--- src/hw/rtl/owts_pkg.sv ---
// Shared types and constants for the one-wire temperature sensor master.
package owts_pkg;

    localparam int READ_BITS = 16;
    localparam int DATA_W    = 16;
    localparam int TICK_W    = 16;
    localparam int BIT_W     = $clog2(READ_BITS + 1);
    localparam int CFG_IDX_W = 8;

    localparam logic [7:0] CMD_SKIP_ROM = 8'hCC;
    localparam logic [7:0] CMD_CONVERT  = 8'h44;
    localparam logic [7:0] CMD_READ_PAD = 8'hBE;

    localparam logic [TICK_W-1:0] GAP_AFTER_SKIP  = TICK_W'(30);
    localparam logic [TICK_W-1:0] GAP_BEFORE_READ = TICK_W'(2);
    localparam logic [TICK_W-1:0] WRITE_RECOVERY  = TICK_W'(4);

    typedef enum logic [1:0] {
        REQ_INIT  = 2'd0,
        REQ_CONV  = 2'd1,
        REQ_READ  = 2'd2,
        REQ_POLL  = 2'd3
    } req_t;

    typedef enum logic [CFG_IDX_W-1:0] {
        CFG_RESET_LOW     = 8'd0,
        CFG_PRESENCE_WAIT = 8'd1,
        CFG_RESET_REC     = 8'd2,
        CFG_WRITE_SLOT    = 8'd3,
        CFG_READ_LOW      = 8'd4,
        CFG_READ_SAMPLE   = 8'd5,
        CFG_READ_REC      = 8'd6,
        CFG_POLL_WAIT     = 8'd7
    } cfg_idx_t;

    typedef struct packed {
        logic [TICK_W-1:0] reset_low_ticks;
        logic [TICK_W-1:0] presence_wait_ticks;
        logic [TICK_W-1:0] reset_recovery_ticks;
        logic [TICK_W-1:0] write_slot_ticks;
        logic [TICK_W-1:0] read_low_ticks;
        logic [TICK_W-1:0] read_sample_ticks;
        logic [TICK_W-1:0] read_recovery_ticks;
        logic [TICK_W-1:0] poll_wait_ticks;
    } timing_t;

endpackage

--- src/hw/rtl/owts_if.sv ---
// Channel interfaces: tick input, result output and configuration write.
interface owts_in_if;
    logic       valid;
    logic       ready;
    logic       cmd_valid;
    logic [1:0] req_type;
    logic       line_in;

    modport source (output valid, cmd_valid, req_type, line_in, input ready);
    modport sink   (input valid, cmd_valid, req_type, line_in, output ready);
endinterface

interface owts_out_if;
    logic        valid;
    logic        ready;
    logic        line_drive_low;
    logic        busy_res;
    logic        done_res;
    logic        status;
    logic [15:0] read_data;
    logic        conversion_done;
    logic        sensor_present;

    modport source (output valid, line_drive_low, busy_res, done_res, status, read_data,
                    conversion_done, sensor_present, input ready);
    modport sink   (input valid, line_drive_low, busy_res, done_res, status, read_data,
                    conversion_done, sensor_present, output ready);
endinterface

interface owts_cfg_if;
    logic        valid;
    logic        ready;
    logic [7:0]  index;
    logic [15:0] data;

    modport source (output valid, index, data, input ready);
    modport sink   (input valid, index, data, output ready);
endinterface

--- src/hw/rtl/owts_cfg_regs.sv ---
// Timing register file written through the configuration channel.
module owts_cfg_regs
    import owts_pkg::*;
(
    input  logic              clk,
    input  logic              rst_n,
    owts_cfg_if.sink          cfg,
    output timing_t           timing
);

    timing_t timing_reg;

    assign cfg.ready = 1'b1;
    assign timing    = timing_reg;

    always_ff @(posedge clk or negedge rst_n)
    begin
        if (!rst_n)
        begin
            timing_reg.reset_low_ticks      <= TICK_W'(1700);
            timing_reg.presence_wait_ticks  <= TICK_W'(300);
            timing_reg.reset_recovery_ticks <= TICK_W'(1030);
            timing_reg.write_slot_ticks     <= TICK_W'(300);
            timing_reg.read_low_ticks       <= TICK_W'(10);
            timing_reg.read_sample_ticks    <= TICK_W'(10);
            timing_reg.read_recovery_ticks  <= TICK_W'(150);
            timing_reg.poll_wait_ticks      <= TICK_W'(100);
        end
        else if (cfg.valid)
        begin
            unique case (cfg.index)
                CFG_RESET_LOW:     timing_reg.reset_low_ticks      <= cfg.data;
                CFG_PRESENCE_WAIT: timing_reg.presence_wait_ticks  <= cfg.data;
                CFG_RESET_REC:     timing_reg.reset_recovery_ticks <= cfg.data;
                CFG_WRITE_SLOT:    timing_reg.write_slot_ticks     <= cfg.data;
                CFG_READ_LOW:      timing_reg.read_low_ticks       <= cfg.data;
                CFG_READ_SAMPLE:   timing_reg.read_sample_ticks    <= cfg.data;
                CFG_READ_REC:      timing_reg.read_recovery_ticks  <= cfg.data;
                CFG_POLL_WAIT:     timing_reg.poll_wait_ticks      <= cfg.data;
                default:           ;
            endcase
        end
    end

endmodule

--- src/hw/rtl/owts_seq.sv ---
// Bus sequencer: one tick per accepted word, result word registered.
module owts_seq
    import owts_pkg::*;
(
    input  logic      clk,
    input  logic      rst_n,
    input  timing_t   timing,
    owts_in_if.sink   in_ch,
    owts_out_if.source out_ch
);

    typedef enum logic [3:0] {
        PH_IDLE, PH_RST_LOW, PH_RST_WAIT, PH_RST_REC,
        PH_WR_LOW, PH_WR_DATA, PH_WR_REC, PH_GAP1, PH_GAP2,
        PH_RD_LOW, PH_RD_WAIT, PH_RD_REC, PH_POLL
    } phase_t;

    phase_t              phase_reg, phase_next;
    logic [TICK_W-1:0]   tick_reg, tick_next;
    logic [BIT_W-1:0]    bit_reg, bit_next;
    logic [1:0]          cmd_reg, cmd_next;
    logic [DATA_W-1:0]   shift_reg, shift_next;
    logic                bsel_reg, bsel_next;
    logic                status_reg, status_next;
    logic                present_reg, present_next;
    logic                conv_reg, conv_next;

    logic                out_valid_reg;
    logic                drive_reg, drive_next;
    logic                busy_reg, busy_next;
    logic                done_reg, done_next;

    logic                accept;
    logic [TICK_W-1:0]   dur;
    logic [TICK_W:0]     tick_inc;
    logic [7:0]          cur_byte;
    logic [BIT_W-1:0]    bit_inc;

    assign in_ch.ready = !out_valid_reg || out_ch.ready;
    assign accept      = in_ch.valid && in_ch.ready;

    always_comb
    begin
        phase_next   = phase_reg;
        tick_next    = tick_reg;
        bit_next     = bit_reg;
        cmd_next     = cmd_reg;
        shift_next   = shift_reg;
        bsel_next    = bsel_reg;
        status_next  = status_reg;
        present_next = present_reg;
        conv_next    = conv_reg;
        drive_next   = 1'b0;
        busy_next    = 1'b0;
        done_next    = 1'b0;
        dur          = TICK_W'(1);
        cur_byte     = CMD_SKIP_ROM;
        tick_inc     = '0;
        bit_inc      = '0;

        if (phase_reg == PH_IDLE && in_ch.cmd_valid)
        begin
            cmd_next    = in_ch.req_type;
            status_next = 1'b0;
            bit_next    = '0;
            bsel_next   = 1'b0;
            tick_next   = '0;
            phase_next  = (in_ch.req_type == REQ_POLL) ? PH_POLL : PH_RST_LOW;
        end

        if (bsel_next)
            cur_byte = (cmd_next == REQ_CONV) ? CMD_CONVERT : CMD_READ_PAD;

        unique case (phase_next)
            PH_RST_LOW:  dur = timing.reset_low_ticks;
            PH_RST_WAIT: dur = timing.presence_wait_ticks;
            PH_RST_REC:  dur = timing.reset_recovery_ticks;
            PH_WR_DATA:  dur = timing.write_slot_ticks;
            PH_WR_REC:   dur = WRITE_RECOVERY;
            PH_GAP1:     dur = GAP_AFTER_SKIP;
            PH_GAP2:     dur = GAP_BEFORE_READ;
            PH_RD_LOW:   dur = timing.read_low_ticks;
            PH_RD_WAIT:  dur = timing.read_sample_ticks;
            PH_RD_REC:   dur = timing.read_recovery_ticks;
            PH_POLL:     dur = timing.poll_wait_ticks;
            default:     dur = TICK_W'(1);
        endcase

        if (phase_next != PH_IDLE)
        begin
            busy_next  = 1'b1;
            drive_next = (phase_next == PH_RST_LOW) || (phase_next == PH_WR_LOW) ||
                         (phase_next == PH_RD_LOW) ||
                         ((phase_next == PH_WR_DATA) && !cur_byte[bit_next[2:0]]);
            tick_inc   = {1'b0, tick_next} + 1'b1;
            tick_next  = tick_inc[TICK_W-1:0];
            bit_inc    = bit_next + 1'b1;

            if (tick_inc >= {1'b0, dur})
            begin
                tick_next = '0;
                unique case (phase_next)
                    PH_RST_LOW:  phase_next = PH_RST_WAIT;
                    PH_RST_WAIT:
                    begin
                        if (in_ch.line_in)
                        begin
                            present_next = 1'b0;
                            status_next  = 1'b1;
                            phase_next   = PH_IDLE;
                            done_next    = 1'b1;
                        end
                        else
                        begin
                            present_next = 1'b1;
                            phase_next   = PH_RST_REC;
                        end
                    end
                    PH_RST_REC:
                    begin
                        bsel_next  = 1'b0;
                        bit_next   = '0;
                        phase_next = PH_WR_LOW;
                    end
                    PH_WR_LOW:   phase_next = PH_WR_DATA;
                    PH_WR_DATA:  phase_next = PH_WR_REC;
                    PH_WR_REC:
                    begin
                        bit_next = bit_inc;
                        if (bit_inc < BIT_W'(8))
                            phase_next = PH_WR_LOW;
                        else if (!bsel_next)
                        begin
                            if (cmd_next == REQ_INIT)
                            begin
                                phase_next = PH_IDLE;
                                done_next  = 1'b1;
                            end
                            else
                                phase_next = PH_GAP1;
                        end
                        else if (cmd_next == REQ_CONV)
                        begin
                            phase_next = PH_IDLE;
                            done_next  = 1'b1;
                        end
                        else
                            phase_next = PH_GAP2;
                    end
                    PH_GAP1:
                    begin
                        bsel_next  = 1'b1;
                        bit_next   = '0;
                        phase_next = PH_WR_LOW;
                    end
                    PH_GAP2:
                    begin
                        bit_next   = '0;
                        shift_next = '0;
                        phase_next = PH_RD_LOW;
                    end
                    PH_RD_LOW:   phase_next = PH_RD_WAIT;
                    PH_RD_WAIT:
                    begin
                        // shift past the top bit yields zero, so extra bits drop out
                        if (in_ch.line_in)
                            shift_next = shift_next | (DATA_W'(1) << bit_next);
                        phase_next = PH_RD_REC;
                    end
                    PH_RD_REC:
                    begin
                        bit_next = bit_inc;
                        if (bit_inc >= BIT_W'(READ_BITS))
                        begin
                            phase_next = PH_IDLE;
                            done_next  = 1'b1;
                        end
                        else
                            phase_next = PH_RD_LOW;
                    end
                    PH_POLL:
                    begin
                        conv_next  = in_ch.line_in;
                        phase_next = PH_IDLE;
                        done_next  = 1'b1;
                    end
                    default:
                    begin
                        phase_next = PH_IDLE;
                        done_next  = 1'b1;
                    end
                endcase
            end
        end
    end

    always_ff @(posedge clk or negedge rst_n)
    begin
        if (!rst_n)
        begin
            phase_reg     <= PH_IDLE;
            tick_reg      <= '0;
            bit_reg       <= '0;
            cmd_reg       <= '0;
            shift_reg     <= '0;
            bsel_reg      <= 1'b0;
            status_reg    <= 1'b0;
            present_reg   <= 1'b0;
            conv_reg      <= 1'b0;
            out_valid_reg <= 1'b0;
            drive_reg     <= 1'b0;
            busy_reg      <= 1'b0;
            done_reg      <= 1'b0;
        end
        else
        begin
            if (accept)
            begin
                phase_reg     <= phase_next;
                tick_reg      <= tick_next;
                bit_reg       <= bit_next;
                cmd_reg       <= cmd_next;
                shift_reg     <= shift_next;
                bsel_reg      <= bsel_next;
                status_reg    <= status_next;
                present_reg   <= present_next;
                conv_reg      <= conv_next;
                drive_reg     <= drive_next;
                busy_reg      <= busy_next;
                done_reg      <= done_next;
                out_valid_reg <= 1'b1;
            end
            else if (out_ch.ready)
                out_valid_reg <= 1'b0;
        end
    end

    assign out_ch.valid           = out_valid_reg;
    assign out_ch.line_drive_low  = drive_reg;
    assign out_ch.busy_res        = busy_reg;
    assign out_ch.done_res        = done_reg;
    assign out_ch.status          = status_reg;
    assign out_ch.read_data       = shift_reg;
    assign out_ch.conversion_done = conv_reg;
    assign out_ch.sensor_present  = present_reg;

endmodule

--- src/hw/rtl/one_wire_temp_sensor_master.sv ---
// Top level of the one-wire temperature sensor master.
// Channels: in_ch takes one word per time tick (cmd_valid, req_type, line_in);
// out_ch gives one result word per accepted tick (line drive, busy, done
// pulse, status, read data, conversion level, presence flag); cfg writes the
// eight 16-bit timing registers by index, always ready.
// Commands are taken only while idle: init, start conversion, read
// temperature, poll conversion. A missing presence reply ends the command
// with status 1.
// The result word of a tick is registered and appears in the cycle after its
// word is accepted. Throughput: one word per cycle while out_ch is ready, set
// by the combinational step between the input handshake and result register.
// Stall: while the result register is full and out_ch.ready is low, in_ch.ready
// drops and no tick advances; nothing is lost or repeated.
// Reset: sequencer idle, flags and read data cleared, timing registers at
// their default values, result register empty.
module one_wire_temp_sensor_master
    import owts_pkg::*;
(
    input  logic       clk,
    input  logic       rst_n,
    owts_in_if.sink    in_ch,
    owts_out_if.source out_ch,
    owts_cfg_if.sink   cfg
);

    timing_t timing;

    owts_cfg_regs u_cfg_regs (
        .clk    (clk),
        .rst_n  (rst_n),
        .cfg    (cfg),
        .timing (timing)
    );

    owts_seq u_seq (
        .clk    (clk),
        .rst_n  (rst_n),
        .timing (timing),
        .in_ch  (in_ch),
        .out_ch (out_ch)
    );

endmodule
--- src/flat_wrapper.sv ---
// flat-port wrapper written by rule: the top's interface ports become plain ports
module one_wire_temp_sensor_master_flat import owts_pkg::*;
  (clk, rst_n, in_ch_valid, in_ch_cmd_valid, in_ch_req_type, in_ch_line_in, in_ch_ready, out_ch_valid, out_ch_line_drive_low, out_ch_busy_res, out_ch_done_res, out_ch_status, out_ch_read_data, out_ch_conversion_done, out_ch_sensor_present, out_ch_ready, cfg_valid, cfg_index, cfg_data, cfg_ready);
  owts_in_if in_ch_i ();
  owts_out_if out_ch_i ();
  owts_cfg_if cfg_i ();
  input  logic clk;
  input  logic rst_n;
  input wire logic [$bits(in_ch_i.valid)-1:0] in_ch_valid;
  input wire logic [$bits(in_ch_i.cmd_valid)-1:0] in_ch_cmd_valid;
  input wire logic [$bits(in_ch_i.req_type)-1:0] in_ch_req_type;
  input wire logic [$bits(in_ch_i.line_in)-1:0] in_ch_line_in;
  output wire logic [$bits(in_ch_i.ready)-1:0] in_ch_ready;
  output wire logic [$bits(out_ch_i.valid)-1:0] out_ch_valid;
  output wire logic [$bits(out_ch_i.line_drive_low)-1:0] out_ch_line_drive_low;
  output wire logic [$bits(out_ch_i.busy_res)-1:0] out_ch_busy_res;
  output wire logic [$bits(out_ch_i.done_res)-1:0] out_ch_done_res;
  output wire logic [$bits(out_ch_i.status)-1:0] out_ch_status;
  output wire logic [$bits(out_ch_i.read_data)-1:0] out_ch_read_data;
  output wire logic [$bits(out_ch_i.conversion_done)-1:0] out_ch_conversion_done;
  output wire logic [$bits(out_ch_i.sensor_present)-1:0] out_ch_sensor_present;
  input wire logic [$bits(out_ch_i.ready)-1:0] out_ch_ready;
  input wire logic [$bits(cfg_i.valid)-1:0] cfg_valid;
  input wire logic [$bits(cfg_i.index)-1:0] cfg_index;
  input wire logic [$bits(cfg_i.data)-1:0] cfg_data;
  output wire logic [$bits(cfg_i.ready)-1:0] cfg_ready;
  assign in_ch_i.valid = in_ch_valid;
  assign in_ch_i.cmd_valid = in_ch_cmd_valid;
  assign in_ch_i.req_type = in_ch_req_type;
  assign in_ch_i.line_in = in_ch_line_in;
  assign in_ch_ready = in_ch_i.ready;
  assign out_ch_valid = out_ch_i.valid;
  assign out_ch_line_drive_low = out_ch_i.line_drive_low;
  assign out_ch_busy_res = out_ch_i.busy_res;
  assign out_ch_done_res = out_ch_i.done_res;
  assign out_ch_status = out_ch_i.status;
  assign out_ch_read_data = out_ch_i.read_data;
  assign out_ch_conversion_done = out_ch_i.conversion_done;
  assign out_ch_sensor_present = out_ch_i.sensor_present;
  assign out_ch_i.ready = out_ch_ready;
  assign cfg_i.valid = cfg_valid;
  assign cfg_i.index = cfg_index;
  assign cfg_i.data = cfg_data;
  assign cfg_ready = cfg_i.ready;
  one_wire_temp_sensor_master u_core (.clk(clk), .rst_n(rst_n), .in_ch(in_ch_i), .out_ch(out_ch_i), .cfg(cfg_i));
endmodule
--- config.mk ---
export PLATFORM = sky130hd
export DESIGN_NAME = one_wire_temp_sensor_master_flat
export DESIGN_NICKNAME = d
export VERILOG_FILES = /design/src/hw/rtl/owts_pkg.sv /design/src/hw/rtl/owts_if.sv /design/src/hw/rtl/owts_cfg_regs.sv /design/src/hw/rtl/owts_seq.sv /design/src/hw/rtl/one_wire_temp_sensor_master.sv /design/src/flat_wrapper.sv
export SDC_FILE = /design/constraint.sdc
export NUM_CORES = 1
export LEC_CHECK = 0
export BUFFER_PORTS_ARGS = -buffer_cell sky130_fd_sc_hd__buf_2
export CAP_MARGIN = 25
export CORE_MARGIN = 2
export CORE_UTILIZATION = 47
export CTS_CLUSTER_SIZE = 40
export DETAILED_ROUTE_END_ITERATION = 6
export PLACE_DENSITY = 0.69
export SYNTH_ARGS = -nofsm -noshare
export SYNTH_HDL_FRONTEND = slang
export SYNTH_HIERARCHICAL = 1
export SYNTH_SLANG_ARGS = --single-unit
--- constraint.sdc ---
create_clock -name clk -period 4.86 [get_ports clk]
set_clock_uncertainty 0.15 [all_clocks]
set_input_delay 0.486 -clock clk [delete_from_list [all_inputs] [get_ports clk]]
set_output_delay 0.486 -clock clk [all_outputs]
set_load 0.02 [all_outputs]
==> flow_summary.json, run 1 <==
{
  "status": "finished clean",
  "power_w": 0.00540,
  "relSlewSlack_pct": 29.0,
  "path_clk_slew_ns": 0.07,
  "grt_pass1_vias": 6931,
  "design.die.area_sq_um": 21300,
  "criticalPathCategory": "reg -> reg",
  "htreeDepth": 4,
  "area_growth_pct": 12.7,
  "wirelength_um": 22400,
  "leakagePower_nw": 4.94,
  "grt_use_total_pct": 21.6,
  "dieWidth_um": 146,
  "drt_first_pass_iters": 5,
  "fmax_ghz": 0.222,
  "synth_cell_types": 81,
  "drive_gt1_share_pct": 34.3,
  "final_nets": 953,
  "drc_errors": 0,
  "cts.sinks": 179,
  "avgSynthCellArea_sq_um": 11.3,
  "vias_per_cell": 5.94,
  "cts-root-buf": "clkbuf_16",
  "synth_edf_count": 0,
  "vias": 6984,
  "cts_setup_buffers": 0,
  "hold_ws_ns": 0.162,
  "setup_tns_ns": 0,
  "ys_seq_elements": 179,
  "utilization_pct": 54.4,
  "ctsResizeCount": 0,
  "ys_seq_area_share_pct": 47.6,
  "min_period_ns": 4.51,
  "critPathArrivalTime_ns": 4.69,
  "routedWlPerCell_um": 19.1,
  "hp-start": "in_ch_valid",
  "required_ns": 5.03,
  "rsz0062_at_grt": "false",
  "syn_area_sq_um": 9480,
  "slew_viol_final": 0,
  "grt_pass1_wl_um": 37100,
  "ys_async_sr_fraction_pct": 100,
  "endpoint_kind": "register",
  "ant_nets": 0,
  "die_h_um": 146,
  "start_util_pct": 48.2,
  "multi_input_area_sq_um": 4620,
  "worstReg2RegStart": "u_core/u_seq/phase_reg[3]",
  "setup_violations": 0,
  "drt_iter0_markers": 629,
  "tightestPinTransition_ns": 1.06,
  "antenna_found_initial": 0,
  "fin_area_sq_um": 10700,
  "dp_hpwl_um": 15300,
  "ys_warn_count": 6,
  "critical_path.startpoint_type": "register",
  "largest_reg_flops": 128,
  "overflow": 0,
  "io_buffer_count": 56,
  "cap_violations": 0,
  "clkLatencyLatePin_ns": 0.44,
  "synthesis.nets": 896,
  "ys.flop_type": "dfrtp_1",
  "diodes": 0,
  "hold_viol": 0,
  "powerDensity_nw_per_um2": 505,
  "core_sq_um": 19700,
  "hold_path_class": "in -> reg",
  "critPathLaunch": "u_core/u_seq/phase_reg[3]",
  "netlist_instances": 840,
  "clock_path_buffers": 2,
  "cts_buffers": 17,
  "place_congestion": 0.979,
  "dpl_cell_area_sq_um": 10100,
  "regArea_sq_um": 4510,
  "critPathMaxFanout": 8,
  "final.period_utilization_pct": 92.9,
  "grt_max_degree": 94,
  "tritoncts": "yes",
  "ir_drop_mv": 0.346,
  "rows": 51,
  "fillers": 1743,
  "io_pins": 58
}
## area by class of cell
type	count	share of cell area, %
inverters	31	1.09
well taps	265	3.10
clock inverters	14	1.36
flip-flops and latches	179	42.2
repair buffers	86	4.93
multi-input cells	582	43.2
clock buffers	18	4.11
## kinds of logic (layout without fill, tap and decap cells)
family,after synthesis,in the layout,synth area share [%]
other,1,1,0.0396
muxes,148,148,17.5
buffers and inverters,79,149,3.70
AOI/OAI and AO/OA,200,200,15.2
xor gates and xnor gates,14,14,1.29
DFF,179,179,47.6
and+or+nand+nor,196,196,11.6
adders and majority gates,23,23,3.04
## through the flow
stage               setup slack (ns)  std cells
floorplan                      0.567        840
CTS                            0.406       1175
global route                  0.0452       1175
finish                         0.346       1175
detailed placement             0.355       1142
global placement               0.446       1142
## cell usage after synthesis, drive strengths merged (5+ instances only)
cell     instances  share of area (%)
mux2           133                 16
nand3           18                1.2
xor2             6               0.55
a22o            12                1.1
nand2           57                2.3
mux2i           14                1.5
o2111ai          6               0.55
ha              23                3.0
a221oi          17                1.6
xnor2            8               0.74
o311ai           5               0.65
o22ai            5               0.33
nand2b           9               0.59
nor3             7               0.49
o41ai           10                1.0
and2             8               0.53
a21oi           53                2.8
inv             31                1.2
nand4           13                1.3
dfstp           27                7.5
nor4             7                1.1
o21ai           38                2.0
dfrtp          152                 40
o211ai          13                1.0
buf             24                1.5
clkbuf          24               0.95
nor2            49                2.0
nor2b            7               0.46
## what timing repair did
item                                    CTS  global route
endpoints found under the hold margin    12             0
hold buffers                              1             0
endpoints found under the setup margin    0             0
## placed cells by master, fill, tap and decap left out, types with 17 or more instances in the layout
| cell | netlist | final |
|---|---|---|
| clkbuf_16 | 0 | 17 |
| dfrtp_1 | 152 | 152 |
| mux2_2 | 133 | 133 |
| ha_1 | 23 | 23 |
| nor2_1 | 48 | 48 |
| buf_2 | 13 | 55 |
| o21ai_0 | 35 | 35 |
| dfstp_2 | 27 | 27 |
| a21oi_1 | 52 | 52 |
| inv_1 | 31 | 31 |
| nand2_1 | 57 | 57 |
| buf_4 | 4 | 28 |
## layer usage
layer  part of all wire, %  vias up  global-route usage, %
met4                   1.0        0                   5.39
met2                    46      202                   33.4
met3                   5.2       20                   3.59
li1                      -     3231                      -
met1                    48     3531                   31.9
met5                     0        -                      0
## worst max-delay path: stages (launching register included)
cell and delay, ns:
dfrtp_1 0.42, nand2b_1 0.21, nor3_1 0.82, buf_4 0.34
a22o_1 0.16, a21oi_1 0.04, o21ai_0 0.14, a221oi_1 0.13
ha_1 0.36, a211oi_1 0.24, o21ai_0 0.12, o22a_1 0.23
o31a_1 0.30, buf_4 0.17, o211ai_1 0.21, mux2_2 0.35
## power breakdown
group	internal [W]	switching (W)	leakage (nW)
logic	0.000762	0.00149	2.31
clock network	0.000695	0.000649	0.282
registers	0.00168	0.000129	2.35
total	0.00313	0.00226	4.94
## final timing paths
kind	endpoint	slack, ns	cells past startpoint
max in group asynchronous	u_core/u_cfg_regs/timing[121]	3.06	3
min reg2reg	u_core/u_seq/out_ch.busy_res	0.33	2
min in group asynchronous	u_core/u_seq/out_ch.read_data[9]	0.49	2
max	u_core/u_seq/out_ch.conversion_done	0.35	15
min	u_core/u_seq/out_ch.valid	0.16	2
max reg2reg	u_core/u_seq/out_ch.conversion_done	0.35	15
(Power assumes the default switching activity.)
==> run 2, diff against run 1 <==
--- a/config.mk
+++ b/config.mk
@@ -7,6 +7,7 @@
 export LEC_CHECK = 0
 export BUFFER_PORTS_ARGS = -buffer_cell sky130_fd_sc_hd__buf_2
 export CAP_MARGIN = 25
+export CORE_ASPECT_RATIO = 0.9
 export CORE_MARGIN = 2
 export CORE_UTILIZATION = 47
 export CTS_CLUSTER_SIZE = 40
==> flow_summary.json, run 2 (synthesis gave the netlist of run 1 again) <==
{
  "status": "finished clean",
  "leakagePower_nw": 4.95,
  "dieWidth_um": 154,
  "rows": 49,
  "drive_gt1_share_pct": 34.1,
  "endpoint_kind": "register",
  "fmax_ghz": 0.223,
  "overflow": 0,
  "cap_violations": 0,
  "io_buffer_count": 56,
  "hp-start": "in_ch_valid",
  "antenna_found_initial": 1,
  "wirelength_um": 23300,
  "dp_hpwl_um": 15600,
  "final.period_utilization_pct": 92.3,
  "tritoncts": "yes",
  "min_period_ns": 4.49,
  "worstReg2RegStart": "u_core/u_seq/phase_reg[0]",
  "slew_viol_final": 0,
  "place_congestion": 0.888,
  "setup_violations": 0,
  "required_ns": 5.09,
  "grt_max_degree": 111,
  "clkLatencyLatePin_ns": 0.44,
  "rsz0062_at_grt": "false",
  "die_h_um": 139,
  "cts-root-buf": "clkbuf_16",
  "grt_pass1_vias": 6881,
  "final_nets": 952,
  "grt_use_total_pct": 22.5,
  "tightestPinTransition_ns": 0.752,
  "final_cell_mix": "dfrtp_1 (152), mux2_2 (133), nand2_1 (57), buf_2 (55), a21oi_1 (52)",
  "relSlewSlack_pct": 49.8,
  "io_pins": 58,
  "critPathArrivalTime_ns": 4.71,
  "diodes": 0,
  "start_util_pct": 47.7,
  "clock_path_buffers": 2,
  "critPathLaunch": "u_core/u_seq/phase_reg[0]",
  "drt_first_pass_iters": 7,
  "htreeDepth": 4,
  "largest_reg_flops": 128,
  "cts_buffers": 17,
  "critical_path.startpoint_type": "register",
  "design.die.area_sq_um": 21300,
  "critPathMaxFanout": 23,
  "mostFrequentLayoutCell": "dfrtp_1",
  "area_growth_pct": 12.7,
  "path_clk_slew_ns": 0.07,
  "dpl_cell_area_sq_um": 10100,
  "setup_tns_ns": 0,
  "ant_nets": 0,
  "fin_area_sq_um": 10700,
  "vias": 6987,
  "hold_path_class": "in -> reg",
  "grt_pass1_wl_um": 37800,
  "power_w": 0.00541,
  "drt_iter0_markers": 529,
  "powerDensity_nw_per_um2": 506,
  "core_sq_um": 19900,
  "hold_ws_ns": 0.157,
  "cts.sinks": 179,
  "routedWlPerCell_um": 20.0,
  "hold_viol": 0,
  "drc_errors": 0,
  "ir_drop_mv": 0.426,
  "ctsResizeCount": 0,
  "vias_per_cell": 6.00,
  "criticalPathCategory": "reg -> reg"
}
[run 2: stage by stage]
step | util [%] | instances | setup slack, ns
after CTS | 53.6 | 1162 | 0.436
after floorplan | - | 840 | 0.567
after global routing | 53.8 | 1164 | 0.138
after global placement | 50.7 | 1130 | 0.484
final | 53.8 | 1164 | 0.375
after detailed placement | 50.7 | 1130 | 0.383
[run 2: final cells by class]
class,count,area (sq um)
clock buffers,18,429
clock inverters,14,155
fillers,1734,9180
inverters,31,116
multi-input cells,582,4620
flip-flops and latches,179,4510
well taps,255,319
repair buffers,85,539
[run 2: path summary, 6_finish.rpt]
check                                                end  slack, ns  cells past startpoint
max                             u_core/u_seq/tick_reg[0]       0.37                     16
max reg2reg                     u_core/u_seq/tick_reg[0]       0.37                     16
min                            u_core/u_seq/out_ch.valid       0.16                      2
max in group asynchronous  u_core/u_cfg_regs/timing[119]       3.59                      3
min reg2reg                 u_core/u_seq/out_ch.busy_res       0.33                      2
min in group asynchronous   u_core/u_cfg_regs/timing[19]       0.25                      2
[run 2: routing by layer]
metal	up-vias	global-route usage (%)	wire, um
met5	-	0	11
met2	208	33.6	10400
met4	2	7.44	352
met3	32	4.38	1250
li1	3242	-	-
met1	3503	33.0	11200
[run 2: critical path: stages (launching register included)]
cell and delay [ns]:
dfrtp_1 0.39, or2_4 0.29, or3_1 0.43, and2_1 0.22
ha_1 0.23, and4_1 0.25, nand3_1 0.10, xor2_1 0.22
nor2_1 0.09, ha_1 0.32, a211o_1 0.27, o211ai_1 0.12
a21oi_1 0.18, o31a_1 0.36, buf_4 0.23, nor3_1 0.32
o221a_2 0.25
[run 2: timing repair]
item / 4_1_cts / 5_1_grt
hold buffers: 0 / 1
hold endpoints to repair: 0 / 40
buffers inserted: 0 / 0
[run 2: report_power, final]
group / internal (W) / total [W] / switching (W)
Combinational: 0.000740 / 0.00224 / 0.00150
Clock: 0.000690 / 0.00137 / 0.000676
Sequential: 0.00168 / 0.00181 / 0.000130
